### src/hw/rtl/bpms_pkg.sv
// Shared types, constants and helpers for the bus poll master/slave block.
// Used by bpms_ram users, bpms_ctrl, bpms_dp and the top level.
package bpms_pkg;

  localparam int unsigned MAX_SLAVES = 8;
  localparam int unsigned IDX_W      = (MAX_SLAVES > 1) ? $clog2(MAX_SLAVES) : 1;
  localparam int unsigned CNT_W      = $clog2(MAX_SLAVES + 1);
  localparam int unsigned ADDR_W     = 48;
  localparam int unsigned TIME_W     = 16;
  localparam int unsigned CFG_IDX_W  = 3;

  localparam logic [TIME_W-1:0] TIME_MAX          = '1;
  localparam logic [TIME_W-1:0] POLL_INTERVAL_RST = TIME_W'(1000);
  localparam logic [TIME_W-1:0] DISC_WINDOW_RST   = TIME_W'(2000);
  localparam logic [TIME_W-1:0] REPLY_TIMEOUT_RST = TIME_W'(200);

  // Configuration register indexes
  localparam logic [CFG_IDX_W-1:0] CFG_GATEWAY_ROLE  = 3'd0;
  localparam logic [CFG_IDX_W-1:0] CFG_OWN_ADDRESS   = 3'd1;
  localparam logic [CFG_IDX_W-1:0] CFG_POLL_INTERVAL = 3'd2;
  localparam logic [CFG_IDX_W-1:0] CFG_DISC_WINDOW   = 3'd3;
  localparam logic [CFG_IDX_W-1:0] CFG_REPLY_TIMEOUT = 3'd4;

  typedef enum logic [2:0] {
    ACT_TICK     = 3'd0,
    ACT_HELLO    = 3'd1,
    ACT_READINGS = 3'd2,
    ACT_DISCOVER = 3'd3,
    ACT_POLL     = 3'd4,
    ACT_OTHER    = 3'd5
  } action_e;

  typedef enum logic [2:0] {
    KIND_NONE     = 3'd0,
    KIND_DISCOVER = 3'd1,
    KIND_POLL     = 3'd2,
    KIND_HELLO    = 3'd3,
    KIND_READINGS = 3'd4
  } kind_e;

  typedef enum logic [1:0] {
    PH_IDLE     = 2'd0,
    PH_DISCOVER = 2'd1,
    PH_POLLING  = 2'd2
  } phase_e;

  typedef enum logic [2:0] {
    ST_IDLE,
    ST_DECODE,
    ST_TICK,
    ST_SEARCH,
    ST_ADD,
    ST_FINISH
  } state_e;

  typedef struct packed {
    logic [2:0]        action;
    logic [ADDR_W-1:0] peer_address;
  } in_item_t;

  typedef struct packed {
    logic [2:0]        send_kind;
    logic [ADDR_W-1:0] send_address;
    logic              readings_accepted;
    logic              slave_added;
    logic              reply_missed;
  } out_item_t;

  // Controller to datapath
  typedef struct packed {
    logic load;
    logic srch_first;
    logic srch_next;
    logic exec_tick;
    logic exec_msg;
    logic add;
    logic finish;
  } ctrl_cmd_t;

  // Datapath to controller
  typedef struct packed {
    logic is_tick;
    logic hello_ok;
    logic cnt_zero;
    logic srch_hit;
    logic srch_last;
  } ctrl_sts_t;

  function automatic logic [TIME_W-1:0] sat_inc(input logic [TIME_W-1:0] v);
    sat_inc = (v == TIME_MAX) ? TIME_MAX : v + TIME_W'(1);
  endfunction

endpackage

### src/hw/rtl/bpms_ram.sv
// Generic single-write, single-read RAM with registered read data.
// No dependencies.
module bpms_ram #(
  parameter int unsigned WIDTH = 8,
  parameter int unsigned DEPTH = 8
) (
  input  logic                             clk_i,
  input  logic                             we_i,
  input  logic [$clog2(DEPTH > 1 ? DEPTH : 2)-1:0] waddr_i,
  input  logic [WIDTH-1:0]                 wdata_i,
  input  logic [$clog2(DEPTH > 1 ? DEPTH : 2)-1:0] raddr_i,
  output logic [WIDTH-1:0]                 rdata_o
);

  logic [WIDTH-1:0] mem_q [DEPTH];

  always_ff @(posedge clk_i) begin
    if (we_i) begin
      mem_q[waddr_i] <= wdata_i;
    end
    rdata_o <= mem_q[raddr_i];
  end

endmodule

### src/hw/rtl/bpms_ctrl.sv
// Sequencer for the bus poll block: steps each event through decode,
// table search/insert or tick evaluation, and the result register. Uses bpms_pkg.
module bpms_ctrl (
  input  logic                clk_i,
  input  logic                rst_ni,
  input  logic                in_valid_i,
  output logic                in_ready_o,
  output logic                out_valid_o,
  input  logic                out_ready_i,
  input  bpms_pkg::ctrl_sts_t sts_i,
  output bpms_pkg::ctrl_cmd_t cmd_o
);

  bpms_pkg::state_e state_q, state_d;
  logic             out_valid_q, out_valid_d;
  logic             out_free;

  assign out_free    = !out_valid_q || out_ready_i;
  assign in_ready_o  = (state_q == bpms_pkg::ST_IDLE);
  assign out_valid_o = out_valid_q;

  always_comb begin
    state_d = state_q;
    case (state_q)
      bpms_pkg::ST_IDLE: begin
        if (in_valid_i) state_d = bpms_pkg::ST_DECODE;
      end
      bpms_pkg::ST_DECODE: begin
        if (sts_i.is_tick) begin
          state_d = bpms_pkg::ST_TICK;
        end else if (sts_i.hello_ok) begin
          state_d = sts_i.cnt_zero ? bpms_pkg::ST_ADD : bpms_pkg::ST_SEARCH;
        end else begin
          state_d = bpms_pkg::ST_FINISH;
        end
      end
      bpms_pkg::ST_TICK: state_d = bpms_pkg::ST_FINISH;
      bpms_pkg::ST_SEARCH: begin
        if (sts_i.srch_hit) begin
          state_d = bpms_pkg::ST_FINISH;
        end else if (sts_i.srch_last) begin
          state_d = bpms_pkg::ST_ADD;
        end
      end
      bpms_pkg::ST_ADD: state_d = bpms_pkg::ST_FINISH;
      bpms_pkg::ST_FINISH: begin
        if (out_free) state_d = bpms_pkg::ST_IDLE;
      end
      default: state_d = bpms_pkg::ST_IDLE;
    endcase
  end

  always_comb begin
    cmd_o = '0;
    case (state_q)
      bpms_pkg::ST_IDLE:   cmd_o.load = in_valid_i;
      bpms_pkg::ST_DECODE: begin
        if (!sts_i.is_tick && sts_i.hello_ok) begin
          cmd_o.srch_first = 1'b1;
        end else if (!sts_i.is_tick) begin
          cmd_o.exec_msg = 1'b1;
        end
      end
      bpms_pkg::ST_TICK:   cmd_o.exec_tick = 1'b1;
      bpms_pkg::ST_SEARCH: cmd_o.srch_next = !sts_i.srch_hit && !sts_i.srch_last;
      bpms_pkg::ST_ADD:    cmd_o.add = 1'b1;
      bpms_pkg::ST_FINISH: cmd_o.finish = out_free;
      default:             cmd_o = '0;
    endcase
  end

  // Set on result load, drop after the transfer
  assign out_valid_d = cmd_o.finish ? 1'b1 : (out_ready_i ? 1'b0 : out_valid_q);

  always_ff @(posedge clk_i or negedge rst_ni) begin
    if (!rst_ni) begin
      state_q     <= bpms_pkg::ST_IDLE;
      out_valid_q <= 1'b0;
    end else begin
      state_q     <= state_d;
      out_valid_q <= out_valid_d;
    end
  end

endmodule

### src/hw/rtl/bpms_dp.sv
// Datapath for the bus poll block: configuration registers, master schedule
// counters, slave table (bpms_ram) and result register. Uses bpms_pkg.
module bpms_dp (
  input  logic                  clk_i,
  input  logic                  rst_ni,
  input  logic                  cfg_we_i,
  input  logic [2:0]            cfg_idx_i,
  input  logic [47:0]           cfg_wdata_i,
  input  bpms_pkg::in_item_t    in_item_i,
  output bpms_pkg::out_item_t   out_item_o,
  input  bpms_pkg::ctrl_cmd_t   cmd_i,
  output bpms_pkg::ctrl_sts_t   sts_o
);

  localparam int unsigned IW = bpms_pkg::IDX_W;
  localparam int unsigned CW = bpms_pkg::CNT_W;
  localparam int unsigned TW = bpms_pkg::TIME_W;
  localparam int unsigned AW = bpms_pkg::ADDR_W;

  // Configuration
  logic          role_q;
  logic [AW-1:0] own_addr_q;
  logic [TW-1:0] poll_int_q, disc_win_q, reply_to_q;

  // Schedule state
  bpms_pkg::phase_e phase_q, phase_d;
  logic [TW-1:0]    elapsed_q, elapsed_d;
  logic [TW-1:0]    since_q, since_d;
  logic [IW-1:0]    pidx_q, pidx_d;
  logic             seen_q, seen_d;
  logic [CW-1:0]    count_q, count_d;
  logic             last_role_q;

  // Current item, search index, result
  logic [2:0]          action_q;
  logic [AW-1:0]       peer_q;
  logic [IW-1:0]       sidx_q, sidx_d;
  bpms_pkg::out_item_t res_q, res_d;
  bpms_pkg::out_item_t out_q;

  logic [IW-1:0] raddr, sidx_inc;
  logic [AW-1:0] rdata;
  logic          role_change;
  logic [TW-1:0] el_inc, sp_inc;

  assign sidx_inc    = sidx_q + IW'(1);
  assign raddr       = cmd_i.srch_next  ? sidx_inc :
                       cmd_i.srch_first ? '0       : pidx_q;
  assign role_change = role_q != last_role_q;
  assign el_inc      = bpms_pkg::sat_inc(elapsed_q);
  assign sp_inc      = bpms_pkg::sat_inc(since_q);

  bpms_ram #(
    .WIDTH (AW),
    .DEPTH (bpms_pkg::MAX_SLAVES)
  ) u_table (
    .clk_i   (clk_i),
    .we_i    (cmd_i.add),
    .waddr_i (count_q[IW-1:0]),
    .wdata_i (peer_q),
    .raddr_i (raddr),
    .rdata_o (rdata)
  );

  assign sts_o.is_tick   = action_q == bpms_pkg::ACT_TICK;
  assign sts_o.hello_ok  = role_q && (action_q == bpms_pkg::ACT_HELLO) &&
                           (phase_q == bpms_pkg::PH_DISCOVER) &&
                           (count_q < CW'(bpms_pkg::MAX_SLAVES));
  assign sts_o.cnt_zero  = count_q == '0;
  assign sts_o.srch_hit  = rdata == peer_q;
  assign sts_o.srch_last = {1'b0, sidx_q} + (IW+1)'(1) == (IW+1)'(count_q);

  assign out_item_o = out_q;

  always_comb begin
    phase_d   = phase_q;
    elapsed_d = elapsed_q;
    since_d   = since_q;
    pidx_d    = pidx_q;
    seen_d    = seen_q;
    count_d   = count_q;
    sidx_d    = sidx_q;
    res_d     = res_q;

    if (cmd_i.load) begin
      res_d = '0;
      // Role change empties the table and restarts the schedule
      if (role_change) begin
        count_d = '0;
        phase_d = bpms_pkg::PH_IDLE;
        since_d = bpms_pkg::TIME_MAX;
        seen_d  = 1'b0;
        pidx_d  = '0;
      end
    end

    if (cmd_i.srch_first) sidx_d = '0;
    if (cmd_i.srch_next)  sidx_d = sidx_inc;

    if (cmd_i.add) begin
      count_d           = count_q + CW'(1);
      res_d.slave_added = 1'b1;
    end

    if (cmd_i.exec_msg) begin
      if (role_q) begin
        if (action_q == bpms_pkg::ACT_READINGS && phase_q == bpms_pkg::PH_POLLING) begin
          seen_d                  = 1'b1;
          res_d.readings_accepted = 1'b1;
        end
      end else if (action_q == bpms_pkg::ACT_DISCOVER) begin
        res_d.send_kind    = bpms_pkg::KIND_HELLO;
        res_d.send_address = own_addr_q;
      end else if (action_q == bpms_pkg::ACT_POLL && peer_q == own_addr_q) begin
        res_d.send_kind    = bpms_pkg::KIND_READINGS;
        res_d.send_address = own_addr_q;
      end
    end

    if (cmd_i.exec_tick) begin
      elapsed_d = el_inc;
      since_d   = sp_inc;
      if (role_q) begin
        case (phase_q)
          bpms_pkg::PH_IDLE: begin
            if (count_q == '0) begin
              res_d.send_kind = bpms_pkg::KIND_DISCOVER;
              phase_d         = bpms_pkg::PH_DISCOVER;
              elapsed_d       = '0;
            end else if (sp_inc >= poll_int_q) begin
              res_d.send_kind    = bpms_pkg::KIND_POLL;
              res_d.send_address = rdata;
              seen_d             = 1'b0;
              phase_d            = bpms_pkg::PH_POLLING;
              elapsed_d          = '0;
              since_d            = '0;
            end
          end
          bpms_pkg::PH_DISCOVER: begin
            if (el_inc >= disc_win_q) phase_d = bpms_pkg::PH_IDLE;
          end
          bpms_pkg::PH_POLLING: begin
            if (el_inc >= reply_to_q) begin
              res_d.reply_missed = !seen_q;
              // Advance round robin, wrap at the table fill
              if (count_q == '0 || ({1'b0, pidx_q} + (IW+1)'(1)) == (IW+1)'(count_q)) begin
                pidx_d = '0;
              end else begin
                pidx_d = pidx_q + IW'(1);
              end
              phase_d = bpms_pkg::PH_IDLE;
            end
          end
          default: phase_d = bpms_pkg::PH_IDLE;
        endcase
      end
    end
  end

  always_ff @(posedge clk_i or negedge rst_ni) begin
    if (!rst_ni) begin
      role_q      <= 1'b0;
      own_addr_q  <= '0;
      poll_int_q  <= bpms_pkg::POLL_INTERVAL_RST;
      disc_win_q  <= bpms_pkg::DISC_WINDOW_RST;
      reply_to_q  <= bpms_pkg::REPLY_TIMEOUT_RST;
      phase_q     <= bpms_pkg::PH_IDLE;
      elapsed_q   <= '0;
      since_q     <= bpms_pkg::TIME_MAX;
      pidx_q      <= '0;
      seen_q      <= 1'b0;
      count_q     <= '0;
      last_role_q <= 1'b0;
    end else begin
      if (cfg_we_i) begin
        case (cfg_idx_i)
          bpms_pkg::CFG_GATEWAY_ROLE:  role_q     <= cfg_wdata_i[0];
          bpms_pkg::CFG_OWN_ADDRESS:   own_addr_q <= cfg_wdata_i;
          bpms_pkg::CFG_POLL_INTERVAL: poll_int_q <= cfg_wdata_i[TW-1:0];
          bpms_pkg::CFG_DISC_WINDOW:   disc_win_q <= cfg_wdata_i[TW-1:0];
          bpms_pkg::CFG_REPLY_TIMEOUT: reply_to_q <= cfg_wdata_i[TW-1:0];
          default: ;
        endcase
      end
      if (cmd_i.load) last_role_q <= role_q;
      phase_q   <= phase_d;
      elapsed_q <= elapsed_d;
      since_q   <= since_d;
      pidx_q    <= pidx_d;
      seen_q    <= seen_d;
      count_q   <= count_d;
    end
  end

  // Payload registers
  always_ff @(posedge clk_i) begin
    if (cmd_i.load) begin
      action_q <= in_item_i.action;
      peer_q   <= in_item_i.peer_address;
    end
    sidx_q <= sidx_d;
    res_q  <= res_d;
    if (cmd_i.finish) out_q <= res_q;
  end

endmodule

### src/hw/rtl/bus_poll_master_slave_protocol.sv
// Top level of the bus poll master/slave block.
// Instantiates bpms_ctrl and bpms_dp; uses bpms_pkg.
//
// Usage:
//   in channel  (in_valid_i/in_ready_o/in_item_i): one event per transfer, a
//     millisecond tick or a classified received message with its address.
//   out channel (out_valid_o/out_ready_i/out_item_o): exactly one result per
//     event: the frame to send plus readings/new-slave/missed-reply flags.
//   cfg port (cfg_we_i/cfg_idx_i/cfg_wdata_i): write-only registers 0..4
//     (role, own address, poll interval, discover window, reply timeout);
//     write them only while no event is in flight.
// A message passes the decode and finish states, a tick decode, tick and finish;
//   a hello taken for the table passes decode, a search of the slave table
//   unless it is empty, add unless the address is found, and finish. The search
//   walks the table one entry per cycle through its single read port. Events are
//   handled one at a time by the sequencer: a new one is taken only in idle.
// Reset: schedule idle, table empty, role slave, timing registers at
//   1000/2000/200 ticks. The table RAM is not cleared; the fill count guards it.
// Stall: the result sits in an output register; the next event is taken
//   meanwhile and its result waits until the register is free.
module bus_poll_master_slave_protocol (
  input  logic                clk_i,
  input  logic                rst_ni,
  input  logic                cfg_we_i,
  input  logic [2:0]          cfg_idx_i,
  input  logic [47:0]         cfg_wdata_i,
  input  logic                in_valid_i,
  output logic                in_ready_o,
  input  bpms_pkg::in_item_t  in_item_i,
  output logic                out_valid_o,
  input  logic                out_ready_i,
  output bpms_pkg::out_item_t out_item_o
);

  bpms_pkg::ctrl_cmd_t cmd;
  bpms_pkg::ctrl_sts_t sts;

  bpms_ctrl u_ctrl (
    .clk_i       (clk_i),
    .rst_ni      (rst_ni),
    .in_valid_i  (in_valid_i),
    .in_ready_o  (in_ready_o),
    .out_valid_o (out_valid_o),
    .out_ready_i (out_ready_i),
    .sts_i       (sts),
    .cmd_o       (cmd)
  );

  bpms_dp u_dp (
    .clk_i       (clk_i),
    .rst_ni      (rst_ni),
    .cfg_we_i    (cfg_we_i),
    .cfg_idx_i   (cfg_idx_i),
    .cfg_wdata_i (cfg_wdata_i),
    .in_item_i   (in_item_i),
    .out_item_o  (out_item_o),
    .cmd_i       (cmd),
    .sts_o       (sts)
  );

endmodule

### config.mk
export PLATFORM = sky130hd
export DESIGN_NAME = bus_poll_master_slave_protocol
export DESIGN_NICKNAME = d
export VERILOG_FILES = /design/src/hw/rtl/bpms_pkg.sv /design/src/hw/rtl/bpms_ram.sv /design/src/hw/rtl/bpms_ctrl.sv /design/src/hw/rtl/bpms_dp.sv /design/src/hw/rtl/bus_poll_master_slave_protocol.sv
export SDC_FILE = /design/constraint.sdc
export NUM_CORES = 1
export LEC_CHECK = 0
export BUFFER_PORTS_ARGS = -buffer_cell sky130_fd_sc_hd__buf_2
export CAP_MARGIN = 20
export CORE_ASPECT_RATIO = 1.75
export CORE_MARGIN = 2
export CORE_UTILIZATION = 40
export CTS_CLUSTER_SIZE = 20
export DETAILED_ROUTE_END_ITERATION = 12
export GPL_TIMING_DRIVEN = 0
export PLACE_DENSITY = 0.59
export SLEW_MARGIN = 20
export SYNTH_ARGS = -nofsm -noshare
export SYNTH_HDL_FRONTEND = slang
export SYNTH_SLANG_ARGS = --single-unit
### constraint.sdc
create_clock -name clk_i -period 8.4 [get_ports clk_i]
set_input_delay 0.84 -clock clk_i [delete_from_list [all_inputs] [get_ports clk_i]]
set_output_delay 0.84 -clock clk_i [all_outputs]
set_load 0.01 [all_outputs]
Word-level counts from Yosys, hierarchy flattened

Memories as Yosys holds them, arrays and structs flattened. A register that Yosys moved wholly into a read port is not among the register bits.
Index checks and enable logic that the tools add are counted.

Register bits after elaboration: 306
RAM bits: 384
Input port bits: 107
Output and inout port bits: 56
Logic and storage cells: 183
Memories kept: 1

Add/sub/neg operators: 7
Magnitude comparators: 4
Equal/unequal tests: 25
Muxes and demuxes: 85
Reduce and logical (&&, ||, !) cells: 34

Memories:

| name               | words | bits a word | rd ports | clocked after memory_dff | write ports | RTL line       | source |
|---|---|---|---|---|---|---|---|
| u_dp.u_table.mem_q | 8     | 48          | 1        | 1                        | 1           | bpms_ram.sv:15 | `logic [WIDTH-1:0] mem_q [DEPTH];` |

Operators with widths:

| kind                  | number |
|---|---|
| $mux 51               | 7 |
| $mux 16               | 13 |
| $eq 48x48->1          | 2 |
| $mux 3                | 19 |
| $mux 54               | 1 |
| $mux 52               | 1 |
| $ge 16x16->1          | 3 |
| $mux 48               | 1 |
| $add 16x1->16 const B | 2 |
| $eq 16x16->1 const B  | 2 |
| $mux 1                | 30 |
| $eq 3x2->1 const B    | 6 |
| $mux 2                | 8 |
| $pmux 3 s5            | 1 |
| $reduce_and 2->1      | 7 |
| $eq 3x3->1 const B    | 4 |
| $mux 4                | 3 |
| $reduce_bool 2->1     | 6 |
| $eq 3x1->1 const B    | 3 |
| $logic_not 3->1       | 3 |
| $add 3x1->4 const B   | 2 |
| $eq 4x4->1            | 2 |
| $logic_and 1x1->1     | 7 |
| $add 3x1->3 const B   | 2 |
| other kinds (15)      | 20 |

Depth between registers and ports, before layout

Gate-level depths: netlist of run 1.

Word-level depth: 13
Mapped depth: 20
Gate-level depth less buffers: 17

Hierarchy

Synthesis of run 1 repeated with hierarchy kept, for this count alone.

Cell total of the unflattened synthesis: 1911
Area, all modules: 30088.9 sq um

By module, submodules not included:

| module    | instances | cells an instance | area each (sq um) | sequential area each (sq um) |
|---|---|---|---|---|
| bpms_ram  | 1         | 616               | 15620.0           | 12492.0 |
| bpms_dp   | 1         | 1259              | 14153.6           | 7866.3 |
| bpms_ctrl | 1         | 36                | 315.3             | 100.1 |

Least setup slack after synthesis of run 1

Ideal clock, no wire load.

Kind: flip-flop to flip-flop
Start point: reg u_ctrl.state_q[2]
End point: mem u_dp.u_table.mem_q[0][0] (netlist name), enable pin
Setup time: 513 ps
Arrival: 4698 ps
Data required time: 7887 ps
Path slack: 3189 ps
Cell stages (with the launch flop): 5
Path buffers: 1
Clock period less this slack: 5211 ps
Cells stage by stage: dfrtp_1 -> clkbuf_1 -> nor3b_1 -> nand2_1 -> nor3_1

Cells in the longest elaborated chain, start to end: 4

RTL lines:

| what                         | RTL line        | source |
|---|---|---|
| from (decl)                  | bpms_ctrl.sv:14 | `bpms_pkg::state_e state_q, state_d;` |
| from (signal assigned)       | bpms_ctrl.sv:77 | `state_q <= bpms_pkg::ST_IDLE;` |
| from (signal assigned)       | bpms_ctrl.sv:80 | `state_q <= state_d;` |
| $eq 3x3->1                   | bpms_ctrl.sv:55 | `case (state_q)` |
| $mux 1                       | bpms_ctrl.sv:55 |  |
| $mux 1                       | bpms_ram.sv:18  | `if (we_i) begin` |
| $mux 1 (not written as such) | bpms_ram.sv:19  | `mem_q[waddr_i] <= wdata_i;` |
| to (decl)                    | bpms_ram.sv:15  |  |

No other way between the ends.

Final worst setup path of run 1

Start point: reg u_dp.since_q[0]
End point: reg u_dp.since_q[13]

Cells in the longest elaborated chain, start to end: 8
Elaborated cells on any way between the ends: 9
Those cells by class: add/sub: 1; order compare: 1; eq/ne: 1; mux: 6

RTL lines:

| what                                          | RTL line       | source |
|---|---|---|
| from (decl)                                   | bpms_dp.sv:28  | `logic [TW-1:0] since_q, since_d;` |
| from (signal assigned)                        | bpms_dp.sv:169 | `since_q <= bpms_pkg::TIME_MAX;` |
| from (signal assigned)                        | bpms_dp.sv:188 | `since_q <= since_d;` |
| $add 16x1->16 or $eq 16x16->1 (tied branches) | bpms_pkg.sv:90 | `sat_inc = (v == TIME_MAX) ? TIME_MAX : v + TIME_W'(1);` |
| $mux 16 *                                     | bpms_pkg.sv:90 |  |
| $ge 16x16->1                                  | bpms_dp.sv:130 | `end else if (sp_inc >= poll_int_q) begin` |
| $mux 16                                       | bpms_dp.sv:130 |  |
| $mux 16                                       | bpms_dp.sv:126 | `if (count_q == '0) begin` |
| $mux 16                                       | bpms_dp.sv:124 | `case (phase_q)` |
| $mux 16 *                                     | bpms_dp.sv:123 | `if (role_q) begin` |
| $mux 16 *                                     | bpms_dp.sv:120 | `if (cmd_i.exec_tick) begin` |

Every way passes the cells marked *; elsewhere a longest branch is shown, timed or not.
A chain may end at the register's enable or synchronous reset.

==> impl_metrics.env, run 1 <==
export IMPL_ys_seq_area_share_pct=67.6
export IMPL_drc_errors=0
export IMPL_drt_iter0_markers=1491
export IMPL_grt_max_degree=78
export IMPL_critPathKind="reg -> reg"
export IMPL_worst_setup_path_start_kind="flop"
export IMPL_placed_area_mm2=0.0330
export IMPL_pwr_share_comb_pct=25.4
export IMPL_startpoint="u_dp.since_q[0]"
export IMPL_hold_buffers=0
export IMPL_fillers=6592
export IMPL_vias=18700
export IMPL_grt_pass1_wl_um=126000
export IMPL_core_mm2=0.0751
export IMPL_postSynthCellCount=2139
export IMPL_cts_setup_buffers=0
export IMPL_drive_gt1_share_pct=24.0
export IMPL_fin_skew_ps=30.5
export IMPL_synth_area_mm2=0.0302
export IMPL_met2_usage_pct=40.6
export IMPL_hold_path_class="in -> async"
export IMPL_crit_required_ps=8920
export IMPL_htree_num_levels=3
export IMPL_viasPerCell=5.37
export IMPL_syn_to_final_growth_pct=17.0
export IMPL_overflow=0
export IMPL_hpwl_um=63200
export IMPL_period_share_pct=72.6
export IMPL_met3_usage_pct=4.03
export IMPL_grt_pass1_vias=19300
export IMPL_switching_power_w=0.00372
export IMPL_p_seq_share_pct=45.6
export IMPL_ys_types=61
export IMPL_die_x_um=212
export IMPL_ys_ff_latch=738
export IMPL_clk_pin_slew_ps=70
export IMPL_arrival_ps=6620
export IMPL_r2r_start="u_dp.since_q[0]"
export IMPL_period_minus_slack_ps=6100
export IMPL_firstDrtPassIters=5
export IMPL_irDropWorstVdd_v=0.000148
export IMPL_tightest_slew_ps=1110
export IMPL_antenna_left=0
export IMPL_rows=133
export IMPL_synth_warnings=0
export IMPL_slew_headroom_pct=25.6
export IMPL_grt_busiest_layer="met2"
export IMPL_routed_wl_um=86900
export IMPL_drv_cap=0
export IMPL_port_buffers=162
export IMPL_post_route_util_pct=47.1
export IMPL_crit_fanout=10
export IMPL_timing_fmax_ghz=0.164
export IMPL_dp_cells=3347
export IMPL_design_area_mm2=0.0354
export IMPL_synthArstFlopShare_pct=19.5
export IMPL_final_common_cell="edfxtp_1"
export IMPL_ios=163
export IMPL_cts_path_max_buffers=3
export IMPL_wl_per_cell_um=25.0
export IMPL_clkSinkCount=738
export IMPL_initial_core_util_pct=40.3
export IMPL_antenna_found_initial=7
export IMPL_instances_no_fill=3479
export IMPL_final_hold_viol_count=0
export IMPL_status="completed"
export IMPL_leakage_nw=12.9
export IMPL_powerDensity_mw_per_mm2=325
export IMPL_swShare_pct=32.4
export IMPL_fp_dieH_um=368
export IMPL_grt_total_usage_pct=22.3
export IMPL_rsz0062_at_grt="no"
export IMPL_synth_edf_count=492
export IMPL_place_gp_congestion=0.864
export IMPL_setup_violations=0
export IMPL_cts_root_buf="clkbuf_16"
export IMPL_endpoint_kind="flop"
export IMPL_p_int_w=0.00777
export IMPL_grt_util_met1_pct=25.3
export IMPL_cts_buffers=70
export IMPL_cts_tree="yes"
export IMPL_finalHoldWorstSlack_ps=187
export IMPL_slew_viol_final=0
export IMPL_r2r_slack_ps=2300
export IMPL_pre_cts_ws_ps=2370
export IMPL_cts_resized=0
export IMPL_syn_nets=2300
export IMPL_avgSynthCellArea_um2=14.1
export IMPL_ys_flop_type="edfxtp_1"
export IMPL_power_frac_clock_pct=29.0
export IMPL_die_area_mm2=0.0779
export IMPL_layout_common_cells="edfxtp_1 (492), nand2_1 (226), buf_2 (183)"
export IMPL_setup_ws_ps=2300
export IMPL_nNetsFinal=2568
export IMPL_insertion_delay_ps=640
-- through the flow --
step                total power, W  TNS [ps]
finish                      0.0115         0
floorplan                  0.00691         0
global placement           0.00811   -110070
CTS                         0.0116         0
global route                0.0120         0
detailed placement         0.00823         0
-- path summary, 6_finish.rpt --
path,endpoint,cells after the start
max reg2reg,u_dp.since_q[13],20
min reg2reg,u_dp.out_item_o[49],0
min in group clk_i,u_dp.peer_q[3],1
min,u_dp.disc_win_q[11],1
max,u_dp.since_q[13],20
max in group asynchronous,u_dp.pidx_q[0],2
-- power groups by stage --
stage | Clock (W) | Combinational [W] | Sequential, W
after floorplan | 0 | 0.00174 | 0.00518
after global placement | 0 | 0.00276 | 0.00534
after detailed placement | 0 | 0.00293 | 0.00531
after CTS | 0.00338 | 0.00295 | 0.00524
after global routing | 0.00350 | 0.00316 | 0.00530
final | 0.00333 | 0.00292 | 0.00524
-- cells in the mapped netlist, types with 42 or more instances --
library cell	number	area share [%]
a21oi_1	90	1.5
a221oi_2	42	2.1
clkbuf_1	56	0.70
dfrtp_1	113	9.3
dfxtp_1	102	6.8
edfxtp_1	492	49
ha_1	54	2.2
inv_1	54	0.67
mux2_2	162	6.0
mux2i_1	100	3.3
nand2_1	226	2.8
nor2_1	79	0.98
o21ai_0	124	2.1
o22ai_1	49	1.0
xor2_1	85	2.5
-- critical path, cell delays in order, from the launching register on --
cell and delay [ps]:
dfstp_2 570, ha_1 190, and3_1 210, and3_1 180, and2_1 160, nand2_1 160, or3_1 480, clkbuf_1 270
and2_1 230, ha_1 260, nand2b_1 150, a21o_1 170, a21o_1 180, a21oi_1 210, o21ai_0 150, a221oi_1 890
nor3_2 110, buf_4 240, clkbuf_1 390, clkbuf_1 430, a311oi_1 340
-- registers in the layout, indices dropped and copies added (netlist names), 2 cells and up --
register	cells
u_dp.disc_win_q	16
u_dp.pidx_q	3
u_dp.count_q	4
u_dp.poll_int_q	16
u_dp.u_table.mem_q	384
u_dp.reply_to_q	16
u_ctrl.state_q	3
u_dp.out_item_o	54
u_dp.own_addr_q	48
u_dp.action_q	3
u_dp.peer_q	48
u_dp.since_q	16
u_dp.elapsed_q	16
u_dp.phase_q	2
u_dp.res_q	54
u_dp.sidx_q	3
u_dp.u_table.rdata_o	48
-- logic make-up after synthesis --
kind of cell	share of synthesized area, %
muxes	9.65
AOI/OAI and AO/OA	7.95
and+or+nand+nor	6.64
DFF	67.6
adders and majority gates	2.23
buffers and inverters	2.37
xor gates and xnor gates	3.50
-- final cells by class --
cell class / instances / area [um2] / area share, %
clock inverters: 30 / 372 / 1.05
multi-input cells: 1245 / 9130 / 25.8
diodes: 2 / 5.00 / 0.0141
plain buffers: 102 / 515 / 1.46
clock buffers: 100 / 2020 / 5.71
flip-flops and latches: 738 / 20500 / 57.8
well taps: 1012 / 1270 / 3.58
inverters: 54 / 208 / 0.587
repair buffers: 196 / 1400 / 3.95
-- layer usage --
layer	up-vias	wire [um]
met5	-	80
met4	12	3830
li1	8442	-
met1	9422	32200
met2	648	45600
met3	166	5230
(Power assumes the default switching activity.)
==> inputs of run 2 (changes only) <==
--- a/config.mk
+++ b/config.mk
@@ -13,7 +13,7 @@
 export CTS_CLUSTER_SIZE = 20
 export DETAILED_ROUTE_END_ITERATION = 12
 export GPL_TIMING_DRIVEN = 0
-export PLACE_DENSITY = 0.59
+export PLACE_DENSITY = 0.61
 export SLEW_MARGIN = 20
 export SYNTH_ARGS = -nofsm -noshare
 export SYNTH_HDL_FRONTEND = slang
==> constraint.sdc (replaced) <==
create_clock -name clk_i -period 5 [get_ports clk_i]
set_input_delay 0.5 -clock clk_i [delete_from_list [all_inputs] [get_ports clk_i]]
set_output_delay 0.5 -clock clk_i [all_outputs]
set_load 0.01 [all_outputs]
==> impl_metrics.env, run 2 (synthesis results as in run 1) <==
export IMPL_min_from="in_item_i[24]"
export IMPL_final_common_cell="edfxtp_1"
export IMPL_wl_per_cell_um=25.0
export IMPL_period_share_pct=99.7
export IMPL_path_cells="xor2_1 > nor4_1 > nand4_1 > or4_1 > nand2b_1 > clkbuf_1 > clkbuf_1 > buf_1 > a21oi_1 > o21ai_0"
export IMPL_drive_gt1_share_pct=24.6
export IMPL_cts_tree="yes"
export IMPL_fillers=6522
export IMPL_place_gp_congestion=0.868
export IMPL_arrival_ps=5520
export IMPL_r2r_slack_ps=20
export IMPL_cts_buffers=71
export IMPL_grt_total_usage_pct=22.4
export IMPL_status="completed"
export IMPL_hold_path_class="in -> reg"
export IMPL_drv_cap=0
export IMPL_powerDensity_mw_per_mm2=550
export IMPL_cp_slowest_stage_delay_ps=1120
export IMPL_overflow=0
export IMPL_insertion_delay_ps=630
export IMPL_cpMostUsedCell="clkbuf_1"
export IMPL_largest_register="u_dp.u_table.mem_q"
export IMPL_clk_pin_slew_ps=70
export IMPL_critPathKind="reg -> reg"
export IMPL_cp_top_family="simple AND/OR/NAND/NOR gates"
export IMPL_leakage_nw=12.9
export IMPL_die_x_um=212
export IMPL_grt_pass1_wl_um=126000
export IMPL_endpoint_kind="flop"
export IMPL_initial_core_util_pct=40.3
export IMPL_core_mm2=0.0751
export IMPL_die_area_mm2=0.0779
export IMPL_design_area_mm2=0.0355
export IMPL_hpwl_um=63000
export IMPL_fin_skew_ps=28.7
export IMPL_firstDrtPassIters=6
export IMPL_worst_setup_path_start_kind="flop"
export IMPL_grt_max_degree=82
export IMPL_ios=163
export IMPL_hold_depth=1
export IMPL_placed_area_mm2=0.0330
export IMPL_cts_path_max_buffers=3
export IMPL_grt_pass1_vias=19400
export IMPL_nNetsFinal=2567
export IMPL_syn_to_final_growth_pct=17.5
export IMPL_drc_errors=0
export IMPL_drt_iter0_markers=1406
export IMPL_layout_common_cells="edfxtp_1 (492), nand2_1 (225), buf_2 (183)"
export IMPL_power_w=0.0195
export IMPL_timing_fmax_ghz=0.201
export IMPL_irDropWorstVdd_v=0.000319
export IMPL_final_hold_viol_count=0
export IMPL_min_to="u_dp.peer_q[24]"
export IMPL_rows=133
export IMPL_setup_violations=0
export IMPL_slew_headroom_pct=12.5
export IMPL_largest_register_ffs=384
export IMPL_worst_path_buf_inv=3
export IMPL_routed_wl_um=87000
export IMPL_r2r_start="u_dp.peer_q[28]"
export IMPL_port_buffers=162
export IMPL_antenna_left=0
export IMPL_crit_required_ps=5530
export IMPL_crit_fanout=10
export IMPL_viasPerCell=5.40
export IMPL_vias=18800
export IMPL_crit_slowest_cell="nor4_1"
export IMPL_clkSinkCount=738
export IMPL_rsz0062_at_grt="no"
export IMPL_post_route_util_pct=47.3
export IMPL_cts_root_buf="clkbuf_16"
export IMPL_slew_viol_final=0
export IMPL_rr_worst_depth=10
export IMPL_period_minus_slack_ps=4980
export IMPL_antenna_found_initial=3
export IMPL_tightest_slew_ps=1300
export IMPL_finalSetupTns_ps=0
export IMPL_htree_num_levels=3
export IMPL_timing_rr_end="u_dp.res_q[21]"
export IMPL_fp_dieH_um=368
-- run 2: cell types whose count changed in the layout (fill, tap and decap cells not counted), moves of 3 or more --
cell,change
clkbuf_1,-15
buf_8,+7
buf_4,-8
buf_6,-3
inv_6,+4
clkbuf_4,+3
clkbuf_2,+3
clkinv_4,+5
-- run 2: cell type report --
type	count	area, um2	area share [%]
clock inverter	40	492	1.38
multi-input combinational	1246	9170	25.8
timing repair buffer	194	1430	4.03
inverter	54	208	0.585
sequential	738	20500	57.6
buffer	101	537	1.51
clock buffer	91	1960	5.50
tap	1012	1270	3.56
antenna	3	7.51	0.0211
-- run 2: repair_timing --
action                                  4_1_cts  5_1_grt
pin swaps                                     1        2
gates resized for setup                      15        1
cloned                                        0        1
endpoints found under the setup margin       83       63
endpoints found under the hold margin        67        0
hold buffers                                  1        0
setup buffers                                 1        2
-- run 2: how the worst max path moves through the flow --
stage          slack (ps)              start  depth (start not counted)                         to
2_1_floorplan         830    u_dp.since_q[0]                         19           u_dp.since_q[13]
3_3_place_gp        -1750  u_ctrl.state_q[2]                          4  u_dp.u_table.mem_q[4][18]
3_5_place_dp        -1160    u_dp.since_q[0]                         20           u_dp.since_q[13]
4_1_cts             -0.06    u_dp.since_q[0]                         19            u_dp.since_q[0]
5_1_grt                20    u_dp.since_q[0]                         19           u_dp.since_q[15]
6_report               20    u_dp.peer_q[28]                         10             u_dp.res_q[21]
-- run 2: worst register-to-register path, delay by kind of cell (launching register included) --
kind                      cells  cell delay [ps]
AOI/OAI and AO/OA             2              330
xor gates and xnor gates      1              310
buffers and inverters         3             1700
DFF                           1              550
and+or+nand+nor               4             2020
-- run 2: per-layer routing --
layer | GRT usage, % | share of wire (%) | up-vias
met4 | 12.6 | 5.7 | 2
met2 | 39.9 | 51 | 676
met1 | 25.5 | 38 | 9476
met5 | 0 | 0.015 | -
met3 | 3.36 | 5.2 | 180
li1 | - | - | 8452
-- run 2: stage by stage --
stage          hold slack [ps]  cells  setup slack [ps]
2_1_floorplan              204   2139               829
3_3_place_gp               417   3313             -1750
3_5_place_dp               418   3341             -1160
4_1_cts                   13.7   3473           -0.0586
5_1_grt                   20.0   3476              20.7
6_report                  43.6   3479              16.3
-- run 2: power by group --
group	internal, W	switching [W]	leakage (nW)
sequential	0.00796	0.000872	7.05
clock	0.00331	0.00236	1.19
combinational	0.00191	0.00312	4.70
